### src/design/cdlp_pkg.sv
// Shared constants, token types and byte codes of the CSV decimal line parser.
package cdlp_pkg;

  // Line and value geometry
  localparam int LINE_MAX   = 32;
  localparam int CNT_W      = $clog2(LINE_MAX + 1);
  localparam int VALUE_BITS = 32;
  localparam int LB_W       = 6;
  localparam int NUM_CHAN   = 4;
  localparam int FIN_N      = NUM_CHAN - 1;
  localparam int FIDX_W     = $clog2(NUM_CHAN);
  localparam int QDEPTH     = 2;
  localparam int QPTR_W     = $clog2(QDEPTH);
  localparam int QCNT_W     = $clog2(QDEPTH + 1);

  // Character codes
  localparam logic [7:0] CH_COMMA = 8'h2C;
  localparam logic [7:0] CH_CR    = 8'h0D;
  localparam logic [7:0] CH_LF    = 8'h0A;
  localparam logic [7:0] CH_SPACE = 8'h20;
  localparam logic [7:0] CH_HT    = 8'h09;
  localparam logic [7:0] CH_PLUS  = 8'h2B;
  localparam logic [7:0] CH_MINUS = 8'h2D;
  localparam logic [7:0] CH_ZERO  = 8'h30;
  localparam logic [7:0] CH_NINE  = 8'h39;

  // Byte class as seen by the parser
  typedef enum logic [2:0] {
    CLS_WS,
    CLS_CRLF,
    CLS_PLUS,
    CLS_MINUS,
    CLS_DIGIT,
    CLS_COMMA,
    CLS_OTHER
  } byte_cls_t;

  // One classified byte travelling through the queue
  typedef struct packed {
    byte_cls_t  cls;
    logic [3:0] digit;
  } token_t;

endpackage

### src/design/csv_decimal_line_parser_unit.sv
// out_valid rises as the parse engine pops a line's last byte or terminator from the queue.
// Throughput: one byte per cycle while in_stall is low; one token per cycle in the engine.
// A two-entry token queue and the result register decouple input and output stalls.
// Reset (rst_n, synchronous, active low) clears the mode to single value, empties the
// queue, drops any partial line and any pending result.
// Top level of the CSV decimal line parser.
module csv_decimal_line_parser_unit (
  input  logic                                    clk,
  input  logic                                    rst_n,
  input  logic                                    cfg_wr_en,
  input  logic                                    cfg_wr_data,
  input  logic                                    in_valid,
  output logic                                    in_stall,
  input  logic [7:0]                              in_rx_byte,
  output logic                                    out_valid,
  input  logic                                    out_stall,
  output logic signed [cdlp_pkg::VALUE_BITS-1:0]  out_chan1_value,
  output logic signed [cdlp_pkg::VALUE_BITS-1:0]  out_chan2_value,
  output logic signed [cdlp_pkg::VALUE_BITS-1:0]  out_chan3_value,
  output logic signed [cdlp_pkg::VALUE_BITS-1:0]  out_chan4_value,
  output logic [cdlp_pkg::LB_W-1:0]               out_line_bytes,
  output logic                                    out_saturated
);

  logic             q_full;
  logic             q_push;
  logic             q_valid;
  logic             q_pop;
  cdlp_pkg::token_t q_wtok;
  cdlp_pkg::token_t q_rtok;

  cdlp_front u_front (
    .clk         (clk),
    .rst_n       (rst_n),
    .cfg_wr_en   (cfg_wr_en),
    .cfg_wr_data (cfg_wr_data),
    .in_valid    (in_valid),
    .in_stall    (in_stall),
    .in_rx_byte  (in_rx_byte),
    .q_full      (q_full),
    .q_push      (q_push),
    .q_wtok      (q_wtok)
  );

  cdlp_queue u_queue (
    .clk      (clk),
    .rst_n    (rst_n),
    .push     (q_push),
    .wtok     (q_wtok),
    .full     (q_full),
    .rd_valid (q_valid),
    .rtok     (q_rtok),
    .pop      (q_pop)
  );

  cdlp_back u_back (
    .clk             (clk),
    .rst_n           (rst_n),
    .q_valid         (q_valid),
    .q_tok           (q_rtok),
    .q_pop           (q_pop),
    .out_valid       (out_valid),
    .out_stall       (out_stall),
    .out_chan1_value (out_chan1_value),
    .out_chan2_value (out_chan2_value),
    .out_chan3_value (out_chan3_value),
    .out_chan4_value (out_chan4_value),
    .out_line_bytes  (out_line_bytes),
    .out_saturated   (out_saturated)
  );

endmodule

### src/design/cdlp_front.sv
// Front end: mode register, input handshake and byte classification.
module cdlp_front (
  input  logic                clk,
  input  logic                rst_n,
  input  logic                cfg_wr_en,
  input  logic                cfg_wr_data,
  input  logic                in_valid,
  output logic                in_stall,
  input  logic [7:0]          in_rx_byte,
  input  logic                q_full,
  output logic                q_push,
  output cdlp_pkg::token_t    q_wtok
);

  logic mode_r;

  // Channel mode register
  always_ff @(posedge clk) begin
    if (!rst_n) begin
      mode_r <= 1'b0;
    end else if (cfg_wr_en) begin
      mode_r <= cfg_wr_data;
    end
  end

  // Accept whenever the queue has room
  assign in_stall = q_full;
  assign q_push   = in_valid && !q_full;

  // Classify the byte; a comma only splits fields in four-channel mode
  always_comb begin
    q_wtok.digit = 4'(in_rx_byte - cdlp_pkg::CH_ZERO);
    if (in_rx_byte == cdlp_pkg::CH_CR || in_rx_byte == cdlp_pkg::CH_LF) begin
      q_wtok.cls = cdlp_pkg::CLS_CRLF;
    end else if (in_rx_byte == cdlp_pkg::CH_SPACE ||
                 (in_rx_byte >= cdlp_pkg::CH_HT && in_rx_byte <= cdlp_pkg::CH_CR)) begin
      q_wtok.cls = cdlp_pkg::CLS_WS;
    end else if (in_rx_byte >= cdlp_pkg::CH_ZERO && in_rx_byte <= cdlp_pkg::CH_NINE) begin
      q_wtok.cls = cdlp_pkg::CLS_DIGIT;
    end else if (in_rx_byte == cdlp_pkg::CH_PLUS) begin
      q_wtok.cls = cdlp_pkg::CLS_PLUS;
    end else if (in_rx_byte == cdlp_pkg::CH_MINUS) begin
      q_wtok.cls = cdlp_pkg::CLS_MINUS;
    end else if (mode_r && in_rx_byte == cdlp_pkg::CH_COMMA) begin
      q_wtok.cls = cdlp_pkg::CLS_COMMA;
    end else begin
      q_wtok.cls = cdlp_pkg::CLS_OTHER;
    end
  end

endmodule

### src/design/cdlp_queue.sv
// Two-entry token queue between the front end and the parse engine.
module cdlp_queue (
  input  logic             clk,
  input  logic             rst_n,
  input  logic             push,
  input  cdlp_pkg::token_t wtok,
  output logic             full,
  output logic             rd_valid,
  output cdlp_pkg::token_t rtok,
  input  logic             pop
);

  cdlp_pkg::token_t                  mem_r [cdlp_pkg::QDEPTH];
  logic [cdlp_pkg::QPTR_W-1:0]       wptr_r;
  logic [cdlp_pkg::QPTR_W-1:0]       rptr_r;
  logic [cdlp_pkg::QCNT_W-1:0]       cnt_r;
  logic                              do_pop;

  assign full     = (cnt_r == cdlp_pkg::QCNT_W'(cdlp_pkg::QDEPTH));
  assign rd_valid = (cnt_r != '0);
  assign rtok     = mem_r[rptr_r];
  assign do_pop   = pop && rd_valid;

  // Pointers and fill count
  always_ff @(posedge clk) begin
    if (!rst_n) begin
      wptr_r <= '0;
      rptr_r <= '0;
      cnt_r  <= '0;
    end else begin
      if (push) wptr_r <= wptr_r + 1'b1;
      if (do_pop) rptr_r <= rptr_r + 1'b1;
      if (push && !do_pop) begin
        cnt_r <= cnt_r + 1'b1;
      end else if (do_pop && !push) begin
        cnt_r <= cnt_r - 1'b1;
      end
    end
  end

  // Storage
  always_ff @(posedge clk) begin
    if (push) mem_r[wptr_r] <= wtok;
  end

endmodule

### src/design/cdlp_back.sv
// Parse engine: per-field atol state, line framing and the result register.
module cdlp_back (
  input  logic                                clk,
  input  logic                                rst_n,
  input  logic                                q_valid,
  input  cdlp_pkg::token_t                    q_tok,
  output logic                                q_pop,
  output logic                                out_valid,
  input  logic                                out_stall,
  output logic signed [cdlp_pkg::VALUE_BITS-1:0] out_chan1_value,
  output logic signed [cdlp_pkg::VALUE_BITS-1:0] out_chan2_value,
  output logic signed [cdlp_pkg::VALUE_BITS-1:0] out_chan3_value,
  output logic signed [cdlp_pkg::VALUE_BITS-1:0] out_chan4_value,
  output logic [cdlp_pkg::LB_W-1:0]           out_line_bytes,
  output logic                                out_saturated
);

  localparam int VB   = cdlp_pkg::VALUE_BITS;
  localparam int PW   = VB + 4;

  typedef enum logic [1:0] {PH_WS, PH_SIGN, PH_DIGITS, PH_DONE} phase_t;

  // Line and field state
  logic [cdlp_pkg::CNT_W-1:0]  cnt_r, cnt_nxt;
  logic [cdlp_pkg::FIDX_W-1:0] fidx_r, fidx_nxt;
  phase_t                      phase_r, phase_nxt;
  logic                        neg_r, neg_nxt;
  logic [VB-1:0]               mag_r, mag_nxt;
  logic [VB-1:0]               fin_r [cdlp_pkg::FIN_N];
  logic [VB-1:0]               fin_nxt [cdlp_pkg::FIN_N];
  logic                        ovf_r, ovf_nxt;

  // Result register
  logic                        out_valid_r;
  logic [VB-1:0]               chan_r [cdlp_pkg::NUM_CHAN];
  logic [VB-1:0]               chan_nxt [cdlp_pkg::NUM_CHAN];
  logic [cdlp_pkg::LB_W-1:0]   lb_r;

  logic                        term;
  logic                        emit;
  logic                        out_free;
  logic [VB-1:0]               cur_val;
  logic [VB-1:0]               cap;
  logic [PW-1:0]               prod;

  // Digit step: magnitude*10 + d checked against the signed clamp
  assign cap  = neg_r ? (VB'(1) << (VB - 1)) : ((VB'(1) << (VB - 1)) - 1'b1);
  assign prod = {mag_r, 3'b000} + {2'b00, mag_r, 1'b0} + PW'(q_tok.digit);

  assign term     = (q_tok.cls == cdlp_pkg::CLS_CRLF) && (cnt_r != '0);
  assign out_free = !out_valid_r || !out_stall;

  // Next parse state for the head token
  always_comb begin
    cnt_nxt   = cnt_r;
    fidx_nxt  = fidx_r;
    phase_nxt = phase_r;
    neg_nxt   = neg_r;
    mag_nxt   = mag_r;
    ovf_nxt   = ovf_r;
    for (int k = 0; k < cdlp_pkg::FIN_N; k++) fin_nxt[k] = fin_r[k];

    if (!term) begin
      cnt_nxt = cnt_r + 1'b1;
      if (q_tok.cls == cdlp_pkg::CLS_COMMA) begin
        // close the field unless already in the last one
        if (fidx_r != cdlp_pkg::FIDX_W'(cdlp_pkg::FIN_N)) begin
          fin_nxt[fidx_r[cdlp_pkg::FIDX_W-1:0]] = neg_r ? (VB'(0) - mag_r) : mag_r;
          fidx_nxt  = fidx_r + 1'b1;
          phase_nxt = PH_WS;
          neg_nxt   = 1'b0;
          mag_nxt   = '0;
        end
      end else begin
        unique case (phase_r)
          PH_WS: begin
            priority if (q_tok.cls == cdlp_pkg::CLS_WS ||
                         q_tok.cls == cdlp_pkg::CLS_CRLF) begin
              phase_nxt = PH_WS;
            end else if (q_tok.cls == cdlp_pkg::CLS_PLUS ||
                         q_tok.cls == cdlp_pkg::CLS_MINUS) begin
              neg_nxt   = (q_tok.cls == cdlp_pkg::CLS_MINUS);
              phase_nxt = PH_SIGN;
            end else if (q_tok.cls == cdlp_pkg::CLS_DIGIT) begin
              phase_nxt = PH_DIGITS;
              if (prod > PW'(cap)) begin
                mag_nxt = cap;
                ovf_nxt = 1'b1;
              end else begin
                mag_nxt = prod[VB-1:0];
              end
            end else begin
              phase_nxt = PH_DONE;
            end
          end
          PH_SIGN, PH_DIGITS: begin
            if (q_tok.cls == cdlp_pkg::CLS_DIGIT) begin
              phase_nxt = PH_DIGITS;
              if (prod > PW'(cap)) begin
                mag_nxt = cap;
                ovf_nxt = 1'b1;
              end else begin
                mag_nxt = prod[VB-1:0];
              end
            end else begin
              phase_nxt = PH_DONE;
            end
          end
          PH_DONE: phase_nxt = PH_DONE;
          default: phase_nxt = PH_DONE;
        endcase
      end
    end
  end

  // Line ends on a terminator or on the last stored byte
  assign emit  = term || (cnt_nxt == cdlp_pkg::CNT_W'(cdlp_pkg::LINE_MAX));
  assign q_pop = q_valid && (!emit || out_free);

  // Channel values as they stand after this token
  always_comb begin
    cur_val = neg_nxt ? (VB'(0) - mag_nxt) : mag_nxt;
    for (int k = 0; k < cdlp_pkg::NUM_CHAN; k++) begin
      if (k < int'(fidx_nxt)) begin
        chan_nxt[k] = (k < cdlp_pkg::FIN_N) ? fin_nxt[k % cdlp_pkg::FIN_N] : '0;
      end else if (k == int'(fidx_nxt)) begin
        chan_nxt[k] = cur_val;
      end else begin
        chan_nxt[k] = '0;
      end
    end
  end

  // State and result register; the payload loads only when a line closes
  always_ff @(posedge clk) begin
    if (!rst_n) begin
      cnt_r       <= '0;
      fidx_r      <= '0;
      phase_r     <= PH_WS;
      neg_r       <= 1'b0;
      mag_r       <= '0;
      ovf_r       <= 1'b0;
      out_valid_r <= 1'b0;
      for (int k = 0; k < cdlp_pkg::FIN_N; k++) fin_r[k] <= '0;
    end else begin
      if (out_free) out_valid_r <= q_pop && emit;
      if (q_pop) begin
        if (emit) begin
          cnt_r   <= '0;
          fidx_r  <= '0;
          phase_r <= PH_WS;
          neg_r   <= 1'b0;
          mag_r   <= '0;
          ovf_r   <= 1'b0;
          for (int k = 0; k < cdlp_pkg::FIN_N; k++) fin_r[k] <= '0;
          for (int k = 0; k < cdlp_pkg::NUM_CHAN; k++) chan_r[k] <= chan_nxt[k];
          lb_r          <= cdlp_pkg::LB_W'(cnt_nxt);
          out_saturated <= ovf_nxt;
        end else begin
          cnt_r   <= cnt_nxt;
          fidx_r  <= fidx_nxt;
          phase_r <= phase_nxt;
          neg_r   <= neg_nxt;
          mag_r   <= mag_nxt;
          ovf_r   <= ovf_nxt;
          for (int k = 0; k < cdlp_pkg::FIN_N; k++) fin_r[k] <= fin_nxt[k];
        end
      end
    end
  end

  assign out_valid       = out_valid_r;
  assign out_chan1_value = chan_r[0];
  assign out_chan2_value = chan_r[1];
  assign out_chan3_value = chan_r[2];
  assign out_chan4_value = chan_r[3];
  assign out_line_bytes  = lb_r;

`ifndef SYNTHESIS
  a_cnt_below_max: assert property (@(posedge clk) disable iff (!rst_n)
    cnt_r < cdlp_pkg::CNT_W'(cdlp_pkg::LINE_MAX))
    else $error("line byte count reached its limit without closing");

  a_fidx_needs_bytes: assert property (@(posedge clk) disable iff (!rst_n)
    fidx_r != '0 |-> cnt_r != '0)
    else $error("field index advanced on an empty line");

  a_result_nonempty: assert property (@(posedge clk) disable iff (!rst_n)
    out_valid_r |-> lb_r != '0)
    else $error("result transaction with zero line bytes");

  a_no_overwrite: assert property (@(posedge clk) disable iff (!rst_n)
    q_pop && emit |-> !(out_valid_r && out_stall))
    else $error("line closed while result register is held");
`endif

endmodule
### config.mk
export PLATFORM = sky130hd
export DESIGN_NAME = csv_decimal_line_parser_unit
export DESIGN_NICKNAME = d
export VERILOG_FILES = /design/src/design/cdlp_pkg.sv /design/src/design/csv_decimal_line_parser_unit.sv /design/src/design/cdlp_front.sv /design/src/design/cdlp_queue.sv /design/src/design/cdlp_back.sv
export SDC_FILE = /design/constraint.sdc
export NUM_CORES = 1
export LEC_CHECK = 0
export ABC_CLOCK_PERIOD_IN_PS = 12800
export BUFFER_PORTS_ARGS = -buffer_cell sky130_fd_sc_hd__buf_2
export CORE_ASPECT_RATIO = 1.25
export CORE_MARGIN = 5
export CORE_UTILIZATION = 33
export DETAILED_ROUTE_END_ITERATION = 8
export PLACE_DENSITY = 0.55
export SLEW_MARGIN = 20
export SYNTH_ARGS = -nofsm -noshare
export SYNTH_HDL_FRONTEND = slang
export SYNTH_SLANG_ARGS = --single-unit
export TNS_END_PERCENT = 10
### constraint.sdc
create_clock -name clk -period 12.8 [get_ports clk]
set_input_delay 1.28 -clock clk [delete_from_list [all_inputs] [get_ports clk]]
set_output_delay 1.28 -clock clk [all_outputs]
set_load 0.01 [all_outputs]
Word level (Yosys, flattened, before mapping)
Memories as Yosys holds them, arrays and structs flattened. A register that Yosys moved wholly into a read port is not among the register bits.
Cells that the tools add are included.

word-level totals
  bits in registers = 57
  bits in writable memories = 238
  input port bits = 14
  output and inout bits = 137
  word-level logic and storage cells = 180
  memories = 3

operators by class
  add/subtract/negate cells = 11
  magnitude comparators = 10
  equality and inequality tests = 22
  multiplexer cells = 81
  bitwise operators = 7
  reduce and logical (&&, ||, !) cells = 33

memory list
  memory         depth  width  read ports  clocked after memory_dff  write ports  RTL line          source
  u_back.chan_r  4      32     4           0                         4            cdlp_back.sv:35   logic [VB-1:0] chan_r [cdlp_pkg::NUM_CHAN];
  u_back.fin_r   3      32     3           0                         3            cdlp_back.sv:29   logic [VB-1:0] fin_r [cdlp_pkg::FIN_N];
  u_queue.mem_r  2      7      1           1                         1            cdlp_queue.sv:13  cdlp_pkg::token_t mem_r [cdlp_pkg::QDEPTH];

operators by type and width
  kind                   count
  $mux 32                25
  $mux 96                3
  $bwmux 96              1
  $demux 32 s2           1
  $pmux 32 s2            1
  $sub 1x32->32 const A  2
  $add 35x33->36         1
  $add 36x4->36          1
  $gt 36x32->1           1
  $eq 8x6->1 const B     4
  $mux 1                 28
  $mux 2                 13
  $eq 8x4->1 const B     2
  $mux 3                 5
  $mux 6                 2
  $logic_and 1x1->1      11
  $ge 8x4->1 const B     1
  $ge 8x6->1 const B     1
  $le 8x4->1 const B     1
  $le 8x6->1 const B     1
  $logic_or 1x1->1       7
  $add 6x1->6 const B    1
  $eq 2x2->1 const B     3
  $eq 3x2->1 const B     2
  27 further kinds       46

Depth between registers and ports, before layout
Gate-level depths: netlist of the first run.

  depth in word-level cells = 14
  mapped depth = 31
  mapped depth without buffers = 29

Modules after synthesis
A second synthesis of the first run with hierarchy kept.

second synthesis, totals
  cell total of the unflattened synthesis = 1759
  area total of the unflattened synthesis = 17749.5 um2

by module, submodules not included
  module      instances  cells an instance  area an instance (um2)
  cdlp_back   1          1683               16793.6
  cdlp_queue  1          44                 724.4
  cdlp_front  1          32                 231.5

Worst setup path after synthesis of the first run
No wires, ideal clock.

  path kind = reg-to-reg
  start point = reg u_back.cnt_r[0] (netlist name)
  end point = mem u_back.chan_r[0][0] (netlist name) (enable)
  library setup time = 617 ps
  arrival time = 8344 ps
  setup slack = 3839 ps
  cell stages (with the launch flop) = 14
  path through = dfxtp_1 > inv_1 > ha_1 > or4b_1 > o21ai_0 > or2_2 > clkbuf_1 > nand4_1 > xor2_1 > inv_1 > or4_1 > nor3_1 > o221ai_1 > nor2_1

RTL lines
  what                    RTL line          source
  from (decl)             cdlp_back.sv:24   logic [cdlp_pkg::CNT_W-1:0] cnt_r, cnt_nxt;
  from (signal assigned)  cdlp_back.sv:160  cnt_r <= cnt_nxt;
  to (decl)               cdlp_back.sv:35

==> results.md, run 1 <==
- Count of H-tree levels built during CTS: 1
- Number of search-and-repair iterations in the first detailed-routing pass: 7
- Proportion of layout cells with a drive suffix above 1: between 10% and 20%
- Power Dens Cells: between 100 and 150 mW/mm^2
- Hold buffers post-CTS: 0
- Worst clock skew on the final layout: between 0.01 and 0.015 ns
- Total number of yosys warnings: 0
- Total Die Area: just under 0.06 mm^2
- Aggregate negative setup slack: 0 ns
- Worst hold-check path type: reg -> reg
- Insertion delay of the later-clocked pin in the worst-skew pair: 0.57 ns
- Leakage component of the power: between 0.008 and 0.009 uW
- Post-layout min period: ~9.0 ns
- Clk root buf: clkbuf_16
- Flip-flop cell with the highest count after synthesis: edfxtp_1
- R2r setup slk: 3.78 ns
- Setup repair after global routing missed its margin: no
- Crit path DAT: between 9 and 10 ns
- Wire length of the first global-routing pass: a little under 90000 um
- Fraction of synthesis flops using an asynchronous set or reset pin: 0%
- Fin. Hold Viols: 0
- Result of the run: complete, no violations
- Aggregate global-route resource usage: 18.8%
- Count of buffers inserted at the top-level ports: 150
- Pin count of the biggest net entering global routing: between 70 and 80
- Core region area: between 0.05 and 0.06 mm^2
- Average routed wire per standard cell: about 22 um
- DR vias/cell: ~5.6
- Highest fanout seen on the critical path: 10
- Worst vdd ir: approximately 80 uV
- Total setup violations reported at the end of the flow: 0
- Register clock-pin slew on the reported worst setup and hold paths: about 0.060 ns
- Maximum frequency from static timing analysis: between 0.1 and 0.15 GHz
- Fin crit share: about 70%
- TritonCTS clock tree: built
- Synthesized net count: between 1500 and 2000
- TritonCTS Buffers: 29
- Max Transition Viols Final: 0
- Via count: 14900
- Classification of the worst setup path: reg -> reg
- Flip-flop and latch count after synthesis: between 200 and 300
- Avg Cell Area, Syn: between 9 and 10 um^2
- Post-synthesis instance area: approximately 0.018 mm^2
- Drt drc: 0
- Antenna violation net count after detailed routing: 0
- Post-CTS Resized: 0
- Number of setup buffers added after CTS: 0
- Final layout net count: between 2000 and 2500
- Data required time at the worst endpoint: between 10 and 15 ns
- Number of synthesized flops with an enable pin: between 200 and 250
- Die height: ~270 um
- Number of top-level design ports: roughly 150
- Worst Hold Margin: ~0.49 ns
- Worst slew margin: 31.2%
- Clock sink count: between 200 and 300
- Number of different library cells in the post-synthesis netlist: 90
- Crit end category: register
- Via count of the first global-routing pass: 14300
- Number of max-cap violations: 0
- DRT iter0 DRCs: ~1100
- Worst-Margin Slew: just over 1 ns
- Number of fill cells: around 5400
- GRT Residual Overflow: 0
- Detail Placement HPWL: approximately 43000 um
- CP Launch Type: register
- Initial Utilization: around 33%
- Post-detailed-routing wire length: around 58000 um
- Placement row count: 95
- Share of the core filled with cells: 37.9%
- Routability-driven placement congestion ratio: ~0.90
- Inserted Diodes: 0
- Initial antenna violation count: 0
- Power, Total: between 3000 and 4000 uW
- DIE WIDTH: approximately 220 um
- Deepest clock path buffer count: 3
- Area growth, synth to finish: 13.9%
- Cell count after synthesis: ~1800
- Sequential element share of the synthesized area: 46.8%
-- registers in the layout, summed over array words and instances, names as in the netlist, named ones only --
| register | flops |
|---|---|
| u_back.out_saturated | 1 |
| u_queue.cnt_r | 2 |
| u_front.mode_r | 1 |
| u_back.fin_r | 96 |
| u_back.mag_r | 32 |
| u_back.ovf_r | 1 |
| u_back.neg_r | 1 |
| u_queue.wptr_r | 1 |
| u_back.out_valid | 1 |
| u_back.phase_r | 2 |
| u_back.fidx_r | 2 |
| u_queue.mem_r | 14 |
| u_back.out_line_bytes | 6 |
| u_back.chan_r | 128 |
| u_back.cnt_r | 6 |
| u_queue.rptr_r | 1 |
-- cells in the final DEF (no fill, tap or decap), types with 29 or more instances in the layout --
cell type,synthesis,routed
nor2_1,277,274
edfxtp_1,245,245
buf_2,11,150
a21oi_1,150,149
nand2_1,145,143
ha_1,103,103
o21ai_0,88,87
xor2_1,56,56
a211oi_1,54,54
dfxtp_1,51,50
mux2i_1,44,44
xnor2_1,39,39
a22o_1,33,33
inv_1,31,30
clkbuf_16,0,30
nand3_1,29,29
buf_4,0,29
-- critical path, stage by stage, from the launching register on --
cell      delay [ns]
dfxtp_1         0.57
mux2_2          0.43
fa_1            0.50
fa_1            0.48
a21o_1          0.19
nor2b_1         0.15
o311ai_2        0.30
nand4_1         0.51
o311ai_0        1.06
ha_1            0.38
and3_1          0.18
and4_1          0.21
o211a_1         0.20
o41ai_1         0.07
nand3_1         0.43
o31ai_1         0.61
a211oi_1        0.23
a21oi_1         0.29
ha_1            0.26
and2_1          0.21
nand4_1         0.32
o31a_1          0.36
xnor2_1         0.38
nand2_1         0.13
a32o_1          0.30
-- where the power goes --
group	internal, uW	switching (uW)
logic	259	633
clock network	494	376
registers	1210	69.0
-- final timing paths --
check,startpoint,to,cells past startpoint
max,register,u_back.chan_r[1][22],24
min,u_back.cnt_r[5],u_back.cnt_r[5],2
max reg2reg,register,u_back.chan_r[1][22],24
min reg2reg,u_back.cnt_r[5],u_back.cnt_r[5],2
-- cells by family after synthesis --
kind of cell	share of synthesized area, %
buffers and inverters	3.06
AND/OR/NAND/NOR	15.0
flip-flops	46.8
adder cells (fa/ha/maj)	7.43
AO/OA/AOI/OAI	19.8
multiplexers	2.90
XOR/XNOR	4.99
-- synth_stat cells (39+ instances only) --
master    count  area, um^2
mux2i_1      44         440
o21ai_0      88         440
ha_1        103        1290
xnor2_1      39         342
xor2_1       56         490
dfxtp_1      51        1020
edfxtp_1    245        7360
a21oi_1     150         751
clkbuf_1     88         330
nor2_1      277        1040
a211oi_1     54         405
nand2_1     145         544
-- metrics by stage --
step	cell area [um^2]	cells	setup WS [ns]
after floorplan	17900	1810	3.84
after global placement	19400	2610	4.13
after detailed placement	19400	2610	3.91
after CTS	20400	2664	3.86
after global routing	20400	2664	3.13
final	20400	2664	3.78
-- final cells by class --
class | count | area, um^2 | area share [%]
clock inverter | 14 | 135 | 0.663
timing repair buffer | 179 | 968 | 4.75
clock buffer | 40 | 828 | 4.07
inverter | 32 | 123 | 0.602
multi-input combinational | 1376 | 9030 | 44.3
sequential | 296 | 8380 | 41.1
tap | 727 | 910 | 4.47
-- per-layer routing --
| metal | wire, um | GRT usage, % |
|---|---|---|
| met5 | 0 | 0 |
| met4 | 1480 | 5.08 |
| met3 | 3300 | 2.07 |
| met2 | 29000 | 32.8 |
| met1 | 24100 | 24.7 |
No activity file was read; power rests on OpenSTA's default activity.
==> inputs of run 2 (changes only) <==
ABC_AREA = 1   (was default)
ABC_CLOCK_PERIOD_IN_PS = 9300   (was 12800)
clock period = 9.3 ns   (was 12.8 ns; I/O delays follow)
==> run 2 against run 1 <==
Against the previous run:
- flip-flop and latch count unchanged
- sequential share of layout area decreased by 3.1 points
- die area increased by 8.7%
- utilization decreased by 0.25 points
- largest power group is now combinational logic
- global-route usage decreased by 0.065 points
- non-clock buffer count decreased by 2
- fmax increased by 26%
- register-to-register slack got worse by 1.7 ns
- largest cell class unchanged
- cell count increased by 29%
==> results.md, run 2 <==
- Result of the run: complete, no violations
- Number of setup buffers added after CTS: 0
- Register clock-pin slew on the reported worst setup and hold paths: 0.07 ns
- Post-synthesis instance area: 0.0195 mm^2
- Pin count of the biggest net entering global routing: 91
- Layer with the highest usage: met2
- Setup repair after global routing missed its margin: no
- Internal power summed over all cells: between 3000 and 4000 uW
- Via count of the first global-routing pass: between 15000 and 20000
- Most frequently used cell type in the post-synthesis netlist: nand2_1
- Hold buffers post-CTS: 0
- DRT iter0 DRCs: 1102
- Proportion of layout cells with a drive suffix above 1: 12.0%
- Power, Total: ~6500 uW
- Most frequent standard cell in the layout excluding fill and tap cells: nand2_1
- Flip-flop and latch count after synthesis: slightly below 300
- Leakage component of the power: between 0.01 and 0.015 uW
- Cell family with most CP delay: simple AND/OR/NAND/NOR gates
- Dominant cells by area after synthesis: edfxtp_1 (38%), nand2_1 (13%), ha_1 (6.6%)
- Avg Cell Area, Syn: 7.69 um^2
- TritonCTS clock tree: built
- GRT Residual Overflow: 0
- Worst clock skew on the final layout: 0.0318 ns
- Met2 Usage GRT: around 33%
- Post-CTS Resized: 0
- Initial antenna violation count: 0
- Crit path DAT: ~7.5 ns
- TritonCTS Buffers: 30
- Antenna violation net count after detailed routing: 0
- Largest registers: u_back.chan_r x128, u_back.fin_r x96, u_back.mag_r x32
- Met1 routing resource usage after global routing: 23.6%
- Worst-Margin Slew: 1.12 ns
- DR vias/cell: 5.03
- Fraction of power consumed by sequential logic: between 20% and 30%
- Number of top-level design ports: between 150 and 200
- Maximum frequency from static timing analysis: about 0.14 GHz
- Detail Placement HPWL: around 47000 um
- Grt met3 use: under 10%
- Top library cells by usage in the layout, fill and taps aside: nand2_1 (697), inv_1 (318), nor2_1 (283)
- CP Launch Type: register
- Deepest clock path buffer count: 3
- Flip-flop count of the largest register after layout: roughly 130
- Drt drc: 0
- Cell occurring most often along the worst timing path: nand2_1
- Top cell types by occurrence after synthesis: nand2_1 (698), inv_1 (319), nor2_1 (284)
- Area growth, synth to finish: 12.9%
- Insertion delay of the later-clocked pin in the worst-skew pair: between 0.5 and 0.6 ns
- Fraction of synthesis flops using an asynchronous set or reset pin: 0%
- Aggregate global-route resource usage: between 10% and 20%
- Placement row count: 99
- DIE WIDTH: around 230 um
- Final layout net count: 2774
- Worst hold-check path type: reg -> reg
- Share of total power consumed by net switching: around half
- Flip-flop cell with the highest count after synthesis: edfxtp_1
- Cell count after synthesis: between 2000 and 3000
- Largest register by flop count: u_back.chan_r
- Die height: roughly 280 um
- Number of different library cells in the post-synthesis netlist: 58
- Worst slew margin: around 25%
- Setup slack after layout: roughly 2.1 ns
- Fin. Hold Viols: 0
- Slowest CP cell: fa_1
- Core region area: 0.0585 mm^2
- Share of power burned in the clock network: between 10% and 20%
- Average routed wire per standard cell: approximately 18 um
- Synthesized net count: 2657
- Worst vdd ir: ~190 uV
- Count of buffers inserted at the top-level ports: 150
- Post-detailed-routing wire length: about 62000 um
- Total setup violations reported at the end of the flow: 0
- Power Dens Cells: 297 mW/mm^2
- Initial Utilization: approximately a third
- Switching component of the power: between 3000 and 4000 uW
- Sequential element share of the synthesized area: 42.9%
- Fin crit share: a little under 80%
- Cell taking the most area after synthesis: edfxtp_1
- Logic pwr share: between 50 and 60%
- Delay of the slowest cell on the worst path: between 0.5 and 0.6 ns
- Wire length of the first global-routing pass: slightly below 100000 um
- Clock sink count: about 300
- Highest fanout seen on the critical path: 28
- Classification of the worst setup path: reg -> reg
- Yosys top cell area share: a little under two fifths
- Clk root buf: clkbuf_16
- Total number of yosys warnings: 0
- Worst-case setup slack after placement: 2.16 ns
- Number of synthesized flops with an enable pin: between 200 and 250
- Number of max-cap violations: 0
- Number of search-and-repair iterations in the first detailed-routing pass: 5
- Post-layout min period: approximately 7.2 ns
- Bufs and invs on worst path: 3
- Count of H-tree levels built during CTS: 1
- Data required time at the worst endpoint: approximately 9.6 ns
- Routability-driven placement congestion ratio: 0.974
- Crit end category: register
- Total Die Area: about 0.064 mm^2
- Inserted Diodes: 0
- Via count: roughly 17000
- Aggregate negative setup slack: 0 ns
- Max Transition Viols Final: 0
## run 2: cell families after synthesis
group	after synthesis	share of synthesized area (%)
XOR/XNOR	71	3.30
AND/OR/NAND/NOR	1247	26.7
buffers and inverters	422	8.43
flip-flops	296	42.9
multiplexers	22	1.15
adder cells (fa/ha/maj)	105	6.81
AO/OA/AOI/OAI	375	10.7
## run 2: path summary, 6_finish.rpt
kind | from | endpoint | slack (ns) | cells after the start
worst max-delay path | register | u_back.chan_r[0][10] | 2.12 | 39
worst max register to register | register | u_back.chan_r[0][10] | 2.12 | 39
worst min register to register | u_queue.rptr_r | u_queue.rptr_r | 0.46 | 1
worst min-delay path | u_queue.rptr_r | u_queue.rptr_r | 0.46 | 1
## run 2: power groups by stage
stage / Sequential (uW) / Clock, uW / Combinational (uW)
5_1_grt: 1900 / 1300 / 3810
2_1_floorplan: 1870 / 0 / 2400
3_3_place_gp: 1900 / 0 / 3360
4_1_cts: 1880 / 1260 / 3420
6_report: 1880 / 1230 / 3440
3_5_place_dp: 1910 / 0 / 3400
## run 2: per-stage QoR
step	utilization [%]	hold WS (ns)	std cells	area, um^2
after global routing	37.7	0.505	3436	22000
after global placement	36.0	0.437	3380	21000
after floorplan	-	0.426	2538	19500
after CTS	37.7	0.455	3436	22000
final	37.7	0.456	3436	22000
after detailed placement	36.0	0.446	3380	21100
## run 2: metal layers
metal,routed length (um),share of wire [%]
met4,2390,3.8
met2,30700,49
met1,26300,42
met5,0,0
met3,2730,4.4
## run 2: final cells by class
cell class | count | area (um^2)
clock buffers | 40 | 810
clock inverters | 16 | 164
fillers | 6052 | 36400
inverters | 330 | 1240
multi-input cells | 1820 | 9530
flip-flops and latches | 296 | 8380
well taps | 757 | 947
repair buffers | 177 | 953
